$ cat src/rtl/core/mcu_pkg.sv
// Shared types, opcodes and the instruction decoder for the 8-bit executor.
// No dependencies; used by every module under rtl/core.
`default_nettype none

package mcu_pkg;

  localparam logic [7:0] OP_NOP     = 8'h00;
  localparam logic [7:0] OP_ACC_INC = 8'h04;
  localparam logic [7:0] OP_INC_D   = 8'h05;
  localparam logic [7:0] OP_LCALL   = 8'h12;
  localparam logic [7:0] OP_DEC_D   = 8'h15;
  localparam logic [7:0] OP_RET     = 8'h22;
  localparam logic [7:0] OP_ADD_AI  = 8'h24;
  localparam logic [7:0] OP_MOV_AI  = 8'h74;
  localparam logic [7:0] OP_SJMP    = 8'h80;
  localparam logic [7:0] OP_PUSH    = 8'hC0;
  localparam logic [7:0] OP_POP     = 8'hD0;
  localparam logic [7:0] OP_ACC_CLR = 8'hE4;
  localparam logic [7:0] OP_MOV_AD  = 8'hE5;
  localparam logic [7:0] OP_MOV_DA  = 8'hF5;
  localparam logic [7:0] OP_HALT    = 8'hFF;

  // Rn groups, compared on the upper five opcode bits
  localparam logic [4:0] GRP_ADD_AR = 5'b00101;  // 28-2F
  localparam logic [4:0] GRP_MOV_AR = 5'b11101;  // E8-EF
  localparam logic [4:0] GRP_MOV_RA = 5'b11111;  // F8-FE

  localparam logic [7:0] SP_RESET = 8'h07;

  typedef enum logic [1:0] {
    RUN_GO    = 2'd0,
    RUN_HALT  = 2'd1,
    RUN_FAULT = 2'd2
  } run_t;

  typedef enum logic [4:0] {
    K_NOP, K_MOV_AI, K_ADD_AI, K_SJMP, K_INC_A, K_CLR_A, K_HALT,
    K_MOV_AR, K_MOV_RA, K_ADD_AR, K_INC_D, K_DEC_D, K_MOV_AD, K_MOV_DA,
    K_PUSH, K_POP, K_LCALL, K_RET, K_BAD
  } kind_t;

  // LCALL needs two stack writes through the single write port
  typedef enum logic {
    PH_FIRST,
    PH_SECOND
  } phase_t;

  typedef struct packed {
    logic       en;
    logic [7:0] addr_a;
    logic [7:0] addr_b;
  } ram_rd_t;

  typedef struct packed {
    logic       en;
    logic [7:0] addr;
    logic [7:0] data;
  } ram_wr_t;

  function automatic kind_t decode(input logic [7:0] op);
    kind_t k;
    k = K_BAD;
    priority if (op == OP_NOP)            k = K_NOP;
    else if (op == OP_MOV_AI)             k = K_MOV_AI;
    else if (op == OP_ADD_AI)             k = K_ADD_AI;
    else if (op == OP_SJMP)               k = K_SJMP;
    else if (op == OP_ACC_INC)            k = K_INC_A;
    else if (op == OP_ACC_CLR)            k = K_CLR_A;
    else if (op == OP_HALT)               k = K_HALT;
    else if (op[7:3] == GRP_MOV_AR)       k = K_MOV_AR;
    else if (op[7:3] == GRP_MOV_RA)       k = K_MOV_RA;
    else if (op[7:3] == GRP_ADD_AR)       k = K_ADD_AR;
    else if (op == OP_INC_D)              k = K_INC_D;
    else if (op == OP_DEC_D)              k = K_DEC_D;
    else if (op == OP_MOV_AD)             k = K_MOV_AD;
    else if (op == OP_MOV_DA)             k = K_MOV_DA;
    else if (op == OP_PUSH)               k = K_PUSH;
    else if (op == OP_POP)                k = K_POP;
    else if (op == OP_LCALL)              k = K_LCALL;
    else if (op == OP_RET)                k = K_RET;
    else                                  k = K_BAD;
    return k;
  endfunction

endpackage

`default_nettype wire

$ cat src/rtl/core/mcu_iram.sv
// 256-byte internal RAM: two registered read ports, one write port.
// Per-byte valid bits give the cleared-at-reset view; depends on mcu_pkg.
`default_nettype none

module mcu_iram (
  input  wire              clk,
  input  wire              rst_n,
  input  mcu_pkg::ram_rd_t rd,
  input  mcu_pkg::ram_wr_t wr,
  output logic [7:0]       rd_data_a,
  output logic [7:0]       rd_data_b
);
  import mcu_pkg::*;

  logic [7:0]   mem [256];
  logic [255:0] vld_r;
  logic [7:0]   q_a_r, q_b_r;
  logic         va_r, vb_r;
  logic         fa_r, fb_r;
  logic [7:0]   wd_r;

  always_ff @(posedge clk) begin
    if (wr.en) begin
      mem[wr.addr] <= wr.data;
    end
    if (rd.en) begin
      q_a_r <= mem[rd.addr_a];
      q_b_r <= mem[rd.addr_b];
      va_r  <= vld_r[rd.addr_a];
      vb_r  <= vld_r[rd.addr_b];
      // write in the same edge: array returns old data, so bypass it
      fa_r  <= wr.en && (wr.addr == rd.addr_a);
      fb_r  <= wr.en && (wr.addr == rd.addr_b);
      wd_r  <= wr.data;
    end
  end

  always_ff @(posedge clk) begin
    if (!rst_n) begin
      vld_r <= '0;
    end else if (wr.en) begin
      vld_r[wr.addr] <= 1'b1;
    end
  end

  assign rd_data_a = fa_r ? wd_r : (va_r ? q_a_r : 8'h00);
  assign rd_data_b = fb_r ? wd_r : (vb_r ? q_b_r : 8'h00);

endmodule

`default_nettype wire

$ cat src/rtl/core/eight_bit_mcu_instruction_executor.sv
// Top level of the 8-bit instruction executor (8051-style subset).
// Depends on mcu_pkg and mcu_iram.
`default_nettype none

// One input transfer is one instruction: the opcode and the two code bytes
// after it. Every instruction yields exactly one result transfer carrying
// the new PC, A, carry, SP and run status. The block is a two-stage loop
// around the internal RAM: the accept cycle issues up to two RAM reads
// (direct byte, Rn, or the stack top pair for RET); the execute stage then
// writes back at most one byte (two for LCALL) and lands the result in the
// output register. Sustained rate is one instruction per clock while the
// result stream does not stall; LCALL holds the stage for its low stack
// byte write, as both stack bytes go through the single RAM write port.
// Written bytes and SP are forwarded into the very next read: no bubbles arise.
// RAM contents read as zero after reset through per-byte valid bits, so
// there is no clearing pass. Once HALT (FF) or an unimplemented opcode is
// executed, later instructions are taken but change nothing; only reset
// restarts the core. register_bank is written through cfg_wr_en/cfg_wr_data
// and should only change while no instruction is in flight.
module eight_bit_mcu_instruction_executor (
  input  wire         clk,
  input  wire         rst_n,
  // configuration: register_bank
  input  wire         cfg_wr_en,
  input  wire  [1:0]  cfg_wr_data,
  // instruction stream
  input  wire         in_tvalid,
  output logic        in_tready,
  input  wire  [23:0] in_tdata,   // opcode[7:0], operand_one[15:8], operand_two[23:16]
  // result stream
  output logic        out_tvalid,
  input  wire         out_tready,
  output logic [39:0] out_tdata   // next_pc[15:0], accumulator_out[23:16],
                                  // carry_out[24], stack_out[32:25],
                                  // run_status[34:33], zero[39:35]
);
  import mcu_pkg::*;

  // configuration and architectural state
  logic [1:0]  bank_r;
  logic [7:0]  acc_r, acc_nxt;
  logic        cy_r, cy_nxt;
  logic [7:0]  sp_r, sp_nxt;
  logic [15:0] pc_r, pc_nxt;
  run_t        stop_r, stop_nxt;

  // execute stage
  logic        s2_valid_r;
  logic [7:0]  s2_op_r, s2_b1_r, s2_b2_r;
  phase_t      phase_r, phase_nxt;
  kind_t       s2_kind;
  logic        running;
  logic        lcall_run;
  logic        s2_fire;
  logic        out_free;
  logic        wr_want;
  logic [7:0]  wr_addr, wr_data;

  // output register
  logic        out_tvalid_r;
  logic [39:0] out_tdata_r;

  // accept side
  logic        accept;
  logic [7:0]  in_op, in_b1;
  kind_t       in_kind;
  logic [7:0]  sp_fwd;

  ram_rd_t     ram_rd;
  ram_wr_t     ram_wr;
  logic [7:0]  ra, rb;

  logic [8:0]  add_sum;
  logic [7:0]  add_src;
  logic [15:0] ret_pc;

  assign in_op   = in_tdata[7:0];
  assign in_b1   = in_tdata[15:8];
  assign in_kind = decode(in_op);

  assign out_free  = !out_tvalid_r || out_tready;
  assign s2_kind   = decode(s2_op_r);
  assign running   = (stop_r == RUN_GO);
  assign lcall_run = s2_valid_r && running && (s2_kind == K_LCALL);
  // LCALL holds the stage for its first (low byte) write
  assign s2_fire   = s2_valid_r && out_free && !(lcall_run && phase_r == PH_FIRST);

  assign in_tready = !s2_valid_r || s2_fire;
  assign accept    = in_tvalid && in_tready;

  // SP as it will be after the instruction now finishing
  assign sp_fwd = s2_fire ? sp_nxt : sp_r;

  // read addresses, issued on the accept edge
  always_comb begin
    ram_rd.en     = accept;
    ram_rd.addr_b = sp_fwd - 8'd1;         // RET low byte
    unique case (in_kind)
      K_POP, K_RET:       ram_rd.addr_a = sp_fwd;
      K_MOV_AR, K_ADD_AR: ram_rd.addr_a = {3'b000, bank_r, in_op[2:0]};
      default:            ram_rd.addr_a = in_b1;
    endcase
  end

  mcu_iram u_iram (
    .clk       (clk),
    .rst_n     (rst_n),
    .rd        (ram_rd),
    .wr        (ram_wr),
    .rd_data_a (ra),
    .rd_data_b (rb)
  );

  assign add_src = (s2_kind == K_ADD_AR) ? ra : s2_b1_r;
  assign add_sum = {1'b0, acc_r} + {1'b0, add_src};
  assign ret_pc  = pc_r + 16'd3;

  // execute
  always_comb begin
    acc_nxt  = acc_r;
    cy_nxt   = cy_r;
    sp_nxt   = sp_r;
    pc_nxt   = pc_r + 16'd1;
    stop_nxt = stop_r;
    wr_want  = 1'b0;
    wr_addr  = s2_b1_r;
    wr_data  = acc_r;
    if (!running) begin
      pc_nxt = pc_r;
    end else begin
      unique case (s2_kind)
        K_NOP: ;
        K_MOV_AI: begin
          acc_nxt = s2_b1_r;
          pc_nxt  = pc_r + 16'd2;
        end
        K_ADD_AI: begin
          acc_nxt = add_sum[7:0];
          cy_nxt  = add_sum[8];
          pc_nxt  = pc_r + 16'd2;
        end
        K_SJMP: pc_nxt = pc_r + 16'd2 + {{8{s2_b1_r[7]}}, s2_b1_r};
        K_INC_A: acc_nxt = acc_r + 8'd1;
        K_CLR_A: acc_nxt = 8'h00;
        K_HALT:  stop_nxt = RUN_HALT;
        K_MOV_AR: acc_nxt = ra;
        K_MOV_RA: begin
          wr_want = 1'b1;
          wr_addr = {3'b000, bank_r, s2_op_r[2:0]};
        end
        K_ADD_AR: begin
          acc_nxt = add_sum[7:0];
          cy_nxt  = add_sum[8];
        end
        K_INC_D: begin
          wr_want = 1'b1;
          wr_data = ra + 8'd1;
          pc_nxt  = pc_r + 16'd2;
        end
        K_DEC_D: begin
          wr_want = 1'b1;
          wr_data = ra - 8'd1;
          pc_nxt  = pc_r + 16'd2;
        end
        K_MOV_AD: begin
          acc_nxt = ra;
          pc_nxt  = pc_r + 16'd2;
        end
        K_MOV_DA: begin
          wr_want = 1'b1;
          pc_nxt  = pc_r + 16'd2;
        end
        K_PUSH: begin
          sp_nxt  = sp_r + 8'd1;
          wr_want = 1'b1;
          wr_addr = sp_r + 8'd1;
          wr_data = ra;
          pc_nxt  = pc_r + 16'd2;
        end
        K_POP: begin
          sp_nxt  = sp_r - 8'd1;
          wr_want = 1'b1;
          wr_data = ra;
          pc_nxt  = pc_r + 16'd2;
        end
        K_LCALL: begin
          sp_nxt  = sp_r + 8'd2;
          wr_want = 1'b1;
          if (phase_r == PH_FIRST) begin
            wr_addr = sp_r + 8'd1;
            wr_data = ret_pc[7:0];
          end else begin
            wr_addr = sp_r + 8'd2;
            wr_data = ret_pc[15:8];
          end
          pc_nxt  = {s2_b1_r, s2_b2_r};
        end
        K_RET: begin
          sp_nxt = sp_r - 8'd2;
          pc_nxt = {ra, rb};
        end
        K_BAD: stop_nxt = RUN_FAULT;
        default: stop_nxt = RUN_FAULT;
      endcase
    end
  end

  // low byte of LCALL goes out on the hold cycle, everything else on fire
  always_comb begin
    ram_wr.en   = s2_valid_r && wr_want &&
                  (s2_fire || (lcall_run && phase_r == PH_FIRST));
    ram_wr.addr = wr_addr;
    ram_wr.data = wr_data;
  end

  // LCALL phase: next state
  always_comb begin
    phase_nxt = phase_r;
    unique case (phase_r)
      PH_FIRST:  if (lcall_run) phase_nxt = PH_SECOND;
      PH_SECOND: if (s2_fire)   phase_nxt = PH_FIRST;
      default:   phase_nxt = PH_FIRST;
    endcase
  end

  always_ff @(posedge clk) begin
    if (!rst_n) begin
      phase_r <= PH_FIRST;
    end else begin
      phase_r <= phase_nxt;
    end
  end

  always_ff @(posedge clk) begin
    if (!rst_n) begin
      bank_r <= 2'd0;
    end else if (cfg_wr_en) begin
      bank_r <= cfg_wr_data;
    end
  end

  always_ff @(posedge clk) begin
    if (!rst_n) begin
      acc_r  <= 8'h00;
      cy_r   <= 1'b0;
      sp_r   <= SP_RESET;
      pc_r   <= 16'h0000;
      stop_r <= RUN_GO;
    end else if (s2_fire) begin
      acc_r  <= acc_nxt;
      cy_r   <= cy_nxt;
      sp_r   <= sp_nxt;
      pc_r   <= pc_nxt;
      stop_r <= stop_nxt;
    end
  end

  always_ff @(posedge clk) begin
    if (!rst_n) begin
      s2_valid_r <= 1'b0;
    end else if (accept) begin
      s2_valid_r <= 1'b1;
    end else if (s2_fire) begin
      s2_valid_r <= 1'b0;
    end
  end

  always_ff @(posedge clk) begin
    if (accept) begin
      s2_op_r <= in_op;
      s2_b1_r <= in_b1;
      s2_b2_r <= in_tdata[23:16];
    end
  end

  // output register: frees the execute stage while a result waits
  always_ff @(posedge clk) begin
    if (!rst_n) begin
      out_tvalid_r <= 1'b0;
    end else if (s2_fire) begin
      out_tvalid_r <= 1'b1;
    end else if (out_tready) begin
      out_tvalid_r <= 1'b0;
    end
  end

  always_ff @(posedge clk) begin
    if (s2_fire) begin
      out_tdata_r <= {5'b00000, stop_nxt, sp_nxt, cy_nxt, acc_nxt, pc_nxt};
    end
  end

  assign out_tvalid = out_tvalid_r;
  assign out_tdata  = out_tdata_r;

endmodule

`default_nettype wire

$ cat config.mk
export PLATFORM = sky130hd
export DESIGN_NAME = eight_bit_mcu_instruction_executor
export DESIGN_NICKNAME = d
export VERILOG_FILES = /design/src/rtl/core/mcu_pkg.sv /design/src/rtl/core/mcu_iram.sv /design/src/rtl/core/eight_bit_mcu_instruction_executor.sv
export SDC_FILE = /design/constraint.sdc
export NUM_CORES = 2
export LEC_CHECK = 0
export BUFFER_PORTS_ARGS = -buffer_cell sky130_fd_sc_hd__buf_2
export CAP_MARGIN = 15
export CORE_MARGIN = 2
export CORE_UTILIZATION = 65
export DETAILED_ROUTE_END_ITERATION = 10
export PLACE_DENSITY = 0.81
export SLEW_MARGIN = 20
export SYNTH_ARGS = -nofsm -noshare
export SYNTH_HDL_FRONTEND = slang
export SYNTH_HIERARCHICAL = 1
export SYNTH_SLANG_ARGS = --single-unit
$ cat constraint.sdc
create_clock -name clk -period 41.7 [get_ports clk]
set_input_delay 4.17 -clock clk [delete_from_list [all_inputs] [get_ports clk]]
set_output_delay 4.17 -clock clk [all_outputs]
set_load 0.01 [all_outputs]
* Word level (Yosys, flattened, before mapping)
Memories as Yosys holds them, arrays and structs flattened. A register that Yosys moved wholly into a read port is not among the register bits.
Index checks and enable logic that the tools add are counted.
W data, S select, Z words.
** Operators by class
- Add/subtract/negate cells :: 13
- Multiply operators :: 0
- Divide/modulo/power cells :: 0
- Order comparisons :: 4
- Equality and inequality tests :: 57
- Shift operators :: 0
- Muxes and demuxes :: 76
- Bitwise gates (word level) :: 2
- Reduce and logical (&&, ||, !) cells :: 31
** Operators by type and width (count)
- $or A256 B256 Y256 :: 1
- $mux W5 :: 32
- $eq A8 B8 Y1 const B :: 14
- $mux W8 :: 12
- $pmux W16 S4 :: 1
- $pmux W8 S4 :: 2
- $eq A5 B4 Y1 const B :: 10
- $pmux W8 S5 :: 1
- $eq A5 B3 Y1 const B :: 7
- $eq A5 B5 Y1 const B :: 7
- $add A16 B2 Y16 const B :: 2
- $eq A8 B3 Y1 const B :: 4
- $eq A8 B5 Y1 const B :: 4
- $eq A8 B6 Y1 const B :: 4
- $lt A8 B9 Y1 const B :: 3
- $add A8 B1 Y8 const B :: 3
- $pmux W8 S3 :: 1
- $sub A8 B1 Y8 const B :: 3
- $reduce_or A17 Y1 :: 1
- $add A16 B1 Y16 const B :: 1
- $add A16 B16 Y16 :: 1
- $bmux W1 S8 :: 2
- $eq A8 B7 Y1 const B :: 2
- $eq A8 B8 Y1 :: 2
- other kinds (24) :: 63
** Word-level totals
- Register bits :: 367
- Latch bits :: 0
- Bits in writable memories :: 2048
- Memory bits (read-only) :: 0
- Bits of input ports :: 31
- Output and inout port bits :: 42
- Word-level logic and storage cells :: 203
- Memories kept :: 1
** Memory list
- u_iram.mem :: depth 256, bits a word 8, rd ports 2, clocked after Yosys merged registers in 2, wr ports 1, RTL line mcu_iram.sv:15 : logic [7:0] mem [256];

* Longest topological paths before layout
- Depth after elaboration :: 28
- Gate-level depth with buffers :: 22
- Mapped depth without buffers :: 17

* Hierarchy
Netlist, hierarchy kept.
** Modules (own cells, without submodules)
- mcu_iram :: times used 1, cells each 6109, area each 108505.3 sq um, sequential area each 67464.7 sq um
- eight_bit_mcu_instruction_executor :: times used 1, cells each 1073, area each 8784.7 sq um, sequential area each 2572.5 sq um

* Worst setup path after synthesis
OpenSTA, ideal clock, no wires.
- Path kind :: flip-flop to flip-flop
- Start :: register s2_op_r[7]
- End :: memory u_iram.mem[0][7], data pin
- Arrival :: 12909 ps
- Required time :: 39503 ps
- Path slack :: 26595 ps
- Cell stages (with the launch flop) :: 14
- Buffers on the path :: 1
- Clock period less this slack :: 15105 ps
- Cell sequence :: edfxtp_1 > or2_1 > clkbuf_2 > nor3_2 > and2_1 > ha_1 > a21o_1 > a21o_1 > a21o_1 > a21oi_1 > o21ai_0 > xnor2_1 > a222oi_1 > o21ai_0
** RTL lines
- from (decl) :: RTL line eight_bit_mcu_instruction_executor.sv:49 : logic [7:0] s2_op_r, s2_b1_r, s2_b2_r;
- from (signal assigned) :: RTL line eight_bit_mcu_instruction_executor.sv:270 : s2_op_r <= in_op;
- to (decl) :: RTL line mcu_iram.sv:15

==> results.json <==
{
  "cts.sinks": 2431,
  "areaGrowthSynthToFinish_pct": 8.072,
  "critPathLaunchType": "input port",
  "violations": "capacitance limit",
  "finalPower_mw": 5.124,
  "synthTopCellsByArea": "edfxtp_1 (55%), mux4_2 (18%), dfxtp_1 (5.1%)",
  "syn_avg_cell_area_um2": 16.33,
  "io_buffer_count": 67,
  "grt.overflow.total": 0,
  "power_frac_seq": 0.517,
  "crit_fanout": 112,
  "path_class": "input port to register",
  "period_share": 0.2855,
  "synthTopCellsByCount": "edfxtp_1 (2135), mux4_2 (936), a22oi_1 (414)",
  "dp_slack_ns": 28.94,
  "die-area_um2": 183900,
  "clock_latency_ns": 0.90,
  "fin_crit_ns": 11.91,
  "ir_drop_mv": 0.03932,
  "netlist_area_um2": 117300,
  "yosysWarningCount": 6,
  "postCtsSetupBuffers": 0,
  "antenna_found_initial": 29,
  "cts-resized-gates": 0,
  "intPower_mw": 3.951,
  "drc": 0,
  "arrival_ns": 12.48,
  "cts-htree-levels": 4,
  "finalHoldViolCount": 0,
  "final_util": 0.7089,
  "ys_ff_latch": 2431,
  "p_leak_nw": 41.51,
  "synth_cell_types": 114,
  "slew_headroom": 0.007657,
  "die_height_um": 428.8,
  "dr.pass1.iters": 7,
  "setup_viol": 0,
  "end_kind": "register",
  "drv_cap": 1,
  "slew_viol_final": 0,
  "rows": 155,
  "netSwitchingPower_mw": 1.173,
  "drtAntennaViolNets": 0,
  "comb_power_share": 0.062,
  "required_ns": 42.27,
  "status": "complete, but fails checks",
  "swShare": 0.2289,
  "skew_ns": 0.06318,
  "synth-edff-count": 2135,
  "synthArstFlopShare": 0,
  "clkPwrFrac": 0.421,
  "hold_path.class": "register to register",
  "grt_use_total": 0.4019,
  "coreArea_um2": 178800,
  "start_util": 0.6560,
  "dr.first_iter.drc_count": 13514,
  "hold_buffers": 0,
  "drive_gt1_frac": 0.2405,
  "fillers": 10621,
  "grt_max_degree": 202,
  "viasPerCell": 8.037,
  "clk_path_buf_depth": 3,
  "cts_buffers": 233,
  "post-synth-top-area-cell": "edfxtp_1",
  "grt_pass1_wl_um": 533900,
  "cts_tree": "built",
  "io_pins": 73,
  "synth_top_area_share": 0.5466,
  "routed_wl_um": 371500,
  "grt_pass1_vias": 76413,
  "clk_pin_slew_ns": 0.06,
  "wl_per_cell_um": 38.46,
  "synth_cells": 7182,
  "worst_pin_slew_ns": 1.475,
  "max_freq_mhz": 83.99,
  "seq_area_frac_synth": 0.5971,
  "fin_nets": 7163,
  "via_count": 77638,
  "tns_ns": 0,
  "power_density_nw_per_um2": 40.42,
  "hpwlAfterDp_um": 227600,
  "gp_congestion": 0.9866,
  "worst_slack_ns": 29.79,
  "die_x_um": 428.8,
  "ys.flop_type": "edfxtp_1",
  "cts_root_buf": "clkbuf_16",
  "synth_most_common_cell": "edfxtp_1",
  "rsz0062_at_grt": "no"
}
[state kept, by name (all words and copies together), names as in the netlist]
name	count
acc_r	8
u_iram/fb_r	1
u_iram/wd_r	8
u_iram/vld_r	256
out_tdata	35
cy_r	1
s2_op_r	8
stop_r	2
s2_b2_r	8
u_iram/vb_r	1
u_iram/q_a_r	8
pc_r	16
s2_b1_r	8
u_iram/va_r	1
sp_r	8
s2_valid_r	1
bank_r	2
u_iram/fa_r	1
phase_r	1
u_iram/q_b_r	8
out_tvalid	1
u_iram/mem	2048
[cells in the final DEF, fill, tap and decap left out, types with 54 or more instances in the layout]
cell / Yosys / final
mux4_2: 936 / 936
mux2i_1: 358 / 357
buf_4: 64 / 177
nor3_1: 65 / 63
a21oi_1: 302 / 301
o22ai_1: 90 / 90
o21ai_0: 144 / 135
nand2_1: 220 / 219
nor2_1: 408 / 360
edfxtp_1: 2135 / 2135
nor4_1: 62 / 54
clkbuf_1: 244 / 67
nand3_1: 62 / 58
a22oi_1: 414 / 414
buf_2: 152 / 66
dfxtp_1: 296 / 296
o21a_1: 267 / 267
clkbuf_16: 0 / 241
o221ai_1: 66 / 66
[worst max-delay path, cell delays in order]
cell and delay [ns]:
buf_2 0.19, or3_1 0.38, a2111oi_0 0.57, nor2_1 0.09, o211ai_1 0.11, mux2i_1 0.10, o211ai_1 0.09, buf_4 0.20
and2_1 0.30, a221o_4 0.82, buf_4 0.81, buf_12 0.69, buf_12 0.67, buf_4 0.79, mux4_2 0.61, a22oi_1 0.24
a21oi_1 0.19, nor4_1 1.04, nor4_1 0.12
[power groups by stage]
stage                     clock network, mW  registers, mW  logic [mW]
after detailed placement                  0           2.70       0.299
final                                  2.16           2.65       0.317
after floorplan                           0           2.71       0.209
after CTS                              2.15           2.65       0.301
after global placement                    0           2.70       0.295
after global routing                   2.24           2.65       0.323
[layout make-up]
cell class / instances / area, um^2 / share of cell area
clock buffer: 338 / 6695 / 0.05282
multi-input combinational: 4125 / 43910 / 0.3464
timing repair buffer: 257 / 1899 / 0.01498
antenna: 13 / 32.53 / 0.0002566
inverter: 41 / 161.4 / 0.001273
sequential: 2431 / 70040 / 0.5525
clock inverter: 100 / 1072 / 0.008459
tap: 2355 / 2947 / 0.02325
[worst paths after layout]
kind	startpoint	to	slack (ns)	cells past startpoint
worst max-delay path	in_tdata[0]	u_iram/q_a_r[2]	29.79	19
worst min-delay path	cy_r	cy_r	0.47	2
worst max register to register	s2_op_r[1]	u_iram/q_b_r[1]	31.63	20
worst min register to register	cy_r	cy_r	0.47	2
[kinds of logic after synthesis]
kind of cell             synth area share
multiplexers                       0.2192
adder cells (fa/ha/maj)          0.004779
other                          0.00003197
AO/OA/AOI/OAI                     0.09496
buffers and inverters             0.03343
XOR/XNOR                         0.006422
AND/OR/NAND/NOR                   0.04400
flip-flops                         0.5971
[metrics by stage]
step                cell area (um^2)  std cells  hold slack [ns]
finish                        126800       9660           0.4722
global route                  126700       9648           0.4962
CTS                           126600       9644           0.4658
detailed placement            118800       9206           0.4562
global placement              118700       9204           0.4439
floorplan                     117300       7186           0.4361
[metal layers]
| layer | track usage | wire length [um] | vias to the layer above |
|---|---|---|---|
| li1 | - | - | 29702 |
| met2 | 0.5901 | 164400 | 7585 |
| met3 | 0.1627 | 63130 | 1602 |
| met4 | 0.2162 | 25250 | 34 |
| met5 | 0.006505 | 281 | - |
| met1 | 0.5160 | 118400 | 38715 |
No activity file was read; power rests on OpenSTA's default activity.
